$ cat src/rtl/adsr_envelope_generator_unit_assert.svh
// Assertion macros for the envelope generator.
// Both expect signals named clk and rst_n in the module that uses them.
`ifndef ADSR_ENVELOPE_GENERATOR_UNIT_ASSERT_SVH
`define ADSR_ENVELOPE_GENERATOR_UNIT_ASSERT_SVH

// Consequent checked in the same cycle as the antecedent
`define ADSR_EG_ASSERT_SAME(label, ante, cons, msg) \
    label: assert property (@(posedge clk) disable iff (!rst_n) (ante) |-> (cons)) \
        else $error(msg);

// Consequent checked in the cycle after the antecedent
`define ADSR_EG_ASSERT_NEXT(label, ante, cons, msg) \
    label: assert property (@(posedge clk) disable iff (!rst_n) (ante) |=> (cons)) \
        else $error(msg);

`endif

$ cat src/rtl/adsr_eg_pkg.sv
`default_nettype none

package adsr_eg_pkg;

    // Field and datapath widths
    localparam int SEGMENT_COUNT = 4;
    localparam int RATE_W        = 16;
    localparam int DUR_W         = 16;
    localparam int END_W         = 8;
    localparam int LEVEL_W       = 8;
    localparam int SEG_W         = 2;
    localparam int FRAC_W        = 8;
    localparam int PHASE_W       = 32;
    localparam int BOUND_W       = 24;
    localparam int PROD_W        = RATE_W + DUR_W;
    localparam int CFG_IDX_W     = 3;
    localparam int CFG_DATA_W    = 16;

    localparam logic [LEVEL_W-1:0] LEVEL_MAX = 8'hFF;

    // Register indexes on the configuration port
    localparam logic [CFG_IDX_W-1:0] CFG_CONTROL_RATE   = 3'd0;
    localparam logic [CFG_IDX_W-1:0] CFG_TOTAL_DURATION = 3'd1;
    localparam logic [CFG_IDX_W-1:0] CFG_ATTACK_END     = 3'd2;
    localparam logic [CFG_IDX_W-1:0] CFG_DECAY_END      = 3'd3;
    localparam logic [CFG_IDX_W-1:0] CFG_SUSTAIN_END    = 3'd4;
    localparam logic [CFG_IDX_W-1:0] CFG_RELEASE_END    = 3'd5;
    localparam logic [CFG_IDX_W-1:0] CFG_SUSTAIN_LEVEL  = 3'd6;

    // Register reset values
    localparam logic [RATE_W-1:0]  RST_CONTROL_RATE   = 16'd1000;
    localparam logic [DUR_W-1:0]   RST_TOTAL_DURATION = 16'd256;
    localparam logic [END_W-1:0]   RST_ATTACK_END     = 8'd64;
    localparam logic [END_W-1:0]   RST_DECAY_END      = 8'd128;
    localparam logic [END_W-1:0]   RST_SUSTAIN_END    = 8'd192;
    localparam logic [END_W-1:0]   RST_RELEASE_END    = 8'd255;
    localparam logic [LEVEL_W-1:0] RST_SUSTAIN_LEVEL  = 8'd128;

    typedef enum logic [SEG_W-1:0] {
        SEG_ATTACK  = 2'd0,
        SEG_DECAY   = 2'd1,
        SEG_SUSTAIN = 2'd2,
        SEG_RELEASE = 2'd3
    } seg_t;

    // Bound recompute sequencer
    typedef enum logic [1:0] {
        BND_IDLE,
        BND_LOAD,
        BND_TOTAL,
        BND_SEG
    } bnd_state_t;

    // Per-tick sequencer
    typedef enum logic [2:0] {
        TK_IDLE,
        TK_ADV,
        TK_SETUP,
        TK_CHECK,
        TK_DIV,
        TK_LEVEL,
        TK_HOLD
    } tick_state_t;

    // Status from the bound unit to the tick sequencer
    typedef struct packed {
        logic                                    busy;
        logic [LEVEL_W-1:0]                      sustain;
        logic [SEGMENT_COUNT-1:0][BOUND_W-1:0]   bound;
    } bnd_status_t;

endpackage

`default_nettype wire

$ cat src/rtl/adsr_eg_div.sv
`default_nettype none

// Restoring divider: (dividend << FRAC_W) / divisor, dividend < divisor.
// One quotient bit per cycle.
module adsr_eg_div import adsr_eg_pkg::*;
(
    input  logic               clk,
    input  logic               rst_n,
    input  logic               start,
    input  logic [BOUND_W-1:0] dividend,
    input  logic [BOUND_W-1:0] divisor,
    output logic               done,
    output logic [FRAC_W-1:0]  quotient
);

    localparam int CNT_W = $clog2(FRAC_W);

    logic               busy_reg;
    logic               done_reg;
    logic [CNT_W-1:0]   cnt_reg;
    logic [BOUND_W-1:0] rem_reg;
    logic [BOUND_W-1:0] dvs_reg;
    logic [FRAC_W-1:0]  quo_reg;

    logic [BOUND_W:0]   rem_shift;
    logic [BOUND_W:0]   rem_diff;
    logic               fits;
    logic               last_bit;

    // One trial subtract per cycle
    always_comb
    begin
        rem_shift = {rem_reg, 1'b0};
        rem_diff  = rem_shift - {1'b0, dvs_reg};
        fits      = (rem_shift >= {1'b0, dvs_reg});
        last_bit  = (cnt_reg == CNT_W'(FRAC_W - 1));
    end

    always_ff @(posedge clk or negedge rst_n)
    begin
        if (!rst_n)
        begin
            busy_reg <= 1'b0;
            done_reg <= 1'b0;
        end
        else
        begin
            done_reg <= busy_reg && last_bit;
            if (start)
                busy_reg <= 1'b1;
            else if (busy_reg && last_bit)
                busy_reg <= 1'b0;
        end
    end

    always_ff @(posedge clk)
    begin
        if (start)
        begin
            rem_reg <= dividend;
            dvs_reg <= divisor;
            cnt_reg <= '0;
        end
        else if (busy_reg)
        begin
            rem_reg <= fits ? rem_diff[BOUND_W-1:0] : rem_shift[BOUND_W-1:0];
            quo_reg <= {quo_reg[FRAC_W-2:0], fits};
            cnt_reg <= cnt_reg + CNT_W'(1);
        end
    end

    assign done     = done_reg;
    assign quotient = quo_reg;

endmodule

`default_nettype wire

$ cat config.mk
export PLATFORM = sky130hd
export DESIGN_NAME = adsr_eg_div
export DESIGN_NICKNAME = d
export VERILOG_FILES = /design/src/rtl/adsr_envelope_generator_unit_assert.svh /design/src/rtl/adsr_eg_pkg.sv /design/src/rtl/adsr_eg_div.sv
export SDC_FILE = /design/constraint.sdc
export NUM_CORES = 1
export LEC_CHECK = 0
export ABC_AREA = 0
export BUFFER_PORTS_ARGS = -buffer_cell sky130_fd_sc_hd__buf_2
export CORE_MARGIN = 3
export CORE_UTILIZATION = 61
export CTS_CLUSTER_SIZE = 24
export DETAILED_ROUTE_END_ITERATION = 10
export PLACE_DENSITY = 0.85
export SETUP_SLACK_MARGIN = 0.3
export SYNTH_ARGS = -nofsm -noshare
export SYNTH_HDL_FRONTEND = slang
export SYNTH_SLANG_ARGS = --single-unit
export TNS_END_PERCENT = 100
$ cat constraint.sdc
create_clock -name clk -period 5.29 [get_ports clk]
set_input_delay 1.3225 -clock clk [delete_from_list [all_inputs] [get_ports clk]]
set_output_delay 1.3225 -clock clk [all_outputs]
set_load 0.01 [all_outputs]
==> qor.txt <==
routed wire length = 7.75 mm
DR pass1 iterations = 4
Met2 Wirelength = 3.97 mm
PostCTS Resize Cnt = 0
fraction of registers with async set/reset = 0.0328
worst slew pin tran = 1080 ps
max-cap violations = 0
Worst Setup SP = rem_reg[0]
Root Buffer = clkbuf_8
first-pass GRT wire length = 12.9 mm
maximum clock frequency = 309 MHz
Max Clock Skew = 8.39 ps
Fin. Hold Viols = 0
Mapped Area = 3670 um2
worst skew pair latency = 350 ps
Mapped Cells = 345
Hold Buf Count CTS = 0
Final Cycle Share = 0.613
Die W = 83.6 um
share of layout cells above drive strength 1 = 0.210
R2R cell count = 10
CP Capture Point = rem_reg[22]
Required @ worst endpoint = 5400 ps
Initial Utilization = 0.646
ys flop type = edfxtp_1
Clock Sinks = 61
Nets = 482
Post-synth EDFFs = 56
Syn. warnings = 0
Setup crit end kind = flip-flop
Die Footprint = 6980 um2
uppermost layer routed = met4
DR WL met3 = 410 um
largest net degree at the start of global routing = 50
Startpoint Class = flip-flop
post-layout util = 0.743
most frequent cells in the layout = buf_2 (59), edfxtp_1 (56), inv_1 (32), nor2_1 (32), a21oi_1 (28)
Synth-to-Final Area Change = 14.9%
WP data arrival = 3350 ps
PD cells = 586 nW/um2
Tot Pwr = 2.47 mW
CTS Buffer Depth = 2
Crit Path Class = flip-flop to flip-flop
worst hold slack = 453 ps
GRT Util Overall = 0.233
TritonCTS clock tree = done
antenna cells = 0
outcome = complete, no violations
num rows = 27
post-CTS setup buffer count = 0
DR WL/cell = 16.1 um
Period minus WS final = 3240 ps
placer congestion estimate = 0.910
Worst Hold Class = flip-flop to flip-flop
max_slew headroom = 0.279
io pins = 60
metal1 wirelength = 3.24 mm
grt ovf = 0
CTS H-tree lvls = 3
maximum vdd drop = 0.312 mV
leakage power = 1.90 nW
setup TNS = 0 ps
port buffer count = 59
count of different cell masters after synthesis = 54
vias in the first global route = 2,851
commonest non-fill, non-tap cell in the layout = buf_2
post-synth net total = 423
R2R Setup Slk = 2050 ps
core area = 5680 um2
RR Startpoint = rem_reg[0]
die height = 83.6 um
via count = 2,856
initial drt markers = 164
CP max FO = 21
Worst-path clk slew = 70 ps
terminus of the critical flop-to-flop path = rem_reg[22]
Yosys reg bits = 61
Final Setup Violations = 0
Max Slew Vio Count = 0
initial antenna violation count = 0
HPWL Detailed = 5.45 mm
Synth Area per Inst = 10.6 um2
RSZ-0062 raised after global routing = no
DRC errors left = 0
CTS buffer count = 9
Final ANT Viol Nets = 0
Vias/cell = 5.94
Seq/Total Area, Yosys = 0.488
==> synthesized netlist by cell type, drive strengths merged (2+ instances only) <==
| cell | n | area, um2 |
|---|---|---|
| o21a | 3 | 22.5 |
| o21ai | 12 | 60.1 |
| o311ai | 3 | 26.3 |
| xnor2 | 15 | 131 |
| nand4 | 5 | 31.3 |
| mux2i | 11 | 110 |
| a31o | 3 | 35.0 |
| buf | 4 | 35.0 |
| dfxtp | 3 | 60.1 |
| xor2 | 8 | 70.1 |
| ha | 26 | 325 |
| nor2b | 3 | 18.8 |
| and2 | 3 | 21.3 |
| a211oi | 3 | 22.5 |
| a21oi | 28 | 140 |
| nor2 | 32 | 120 |
| nor3 | 3 | 15.0 |
| a31oi | 5 | 31.3 |
| dfrtp | 2 | 50.1 |
| o2111ai | 3 | 26.3 |
| a21o | 9 | 67.6 |
| nand3 | 9 | 50.1 |
| clkbuf | 9 | 33.8 |
| o211ai | 2 | 15.0 |
| inv | 33 | 124 |
| nand2 | 24 | 90.1 |
| a221o | 5 | 50.1 |
| and3 | 7 | 53.8 |
| edfxtp | 56 | 1680 |
==> cells by family after synthesis <==
family,Yosys count,synth area share
DFF,61,0.488
adders and majority gates,27,0.0941
AOI/OAI and AO/OA,87,0.162
xor gates and xnor gates,23,0.0549
buffers and inverters,47,0.0535
and+or+nand+nor,89,0.117
muxes,11,0.0300
==> per-layer routing <==
layer / up-vias / global-route usage
li1: 1386 / -
met1: 1372 / 0.273
met2: 87 / 0.414
met3: 11 / 0.0592
met4: 0 / 0.0848
met5: - / 0
==> power breakdown <==
part | switching [mW] | total, mW | internal, mW
sequential | 0.0696 | 0.762 | 0.693
clock | 0.188 | 0.463 | 0.276
combinational | 0.698 | 1.24 | 0.546
==> metrics by stage <==
step / cells / setup WS, ps / area (um2)
2_1_floorplan: 345 / 2380 / 3670
3_3_place_gp: 465 / 1990 / 4000
3_5_place_dp: 465 / 1930 / 4000
4_1_cts: 481 / 2070 / 4220
5_1_grt: 481 / 1850 / 4220
6_report: 481 / 2050 / 4220
==> how the worst min path moves through the flow <==
stage	startpoint	end	slack, ps	cells past startpoint
6_report	quotient[0]	quotient[1]	450	0
5_1_grt	quotient[0]	quotient[1]	460	0
4_1_cts	quotient[0]	quotient[1]	450	0
3_5_place_dp	quotient[1]	quotient[2]	430	0
3_3_place_gp	quotient[2]	quotient[3]	430	0
2_1_floorplan	cnt_reg[1]	cnt_reg[1]	460	2
==> layout make-up <==
| type | instances | area [um2] |
|---|---|---|
| clock buffer | 11 | 141 |
| clock inverter | 5 | 75.1 |
| fill | 416 | 1460 |
| inverter | 34 | 128 |
| multi-input combinational | 237 | 1680 |
| sequential | 61 | 1790 |
| tap | 72 | 90.1 |
| timing repair buffer | 61 | 310 |
==> critical path: stages, from the launching register on <==
cell       delay (ps)
edfxtp_1          420
ha_1              330
nor2b_1           180
o2111ai_1         140
a311o_1           400
nand3_1           190
a41oi_1           190
a31o_4            340
inv_2             390
o21ai_0           170
a31o_2            230
Note: power is estimated with default switching activity, not from simulation.
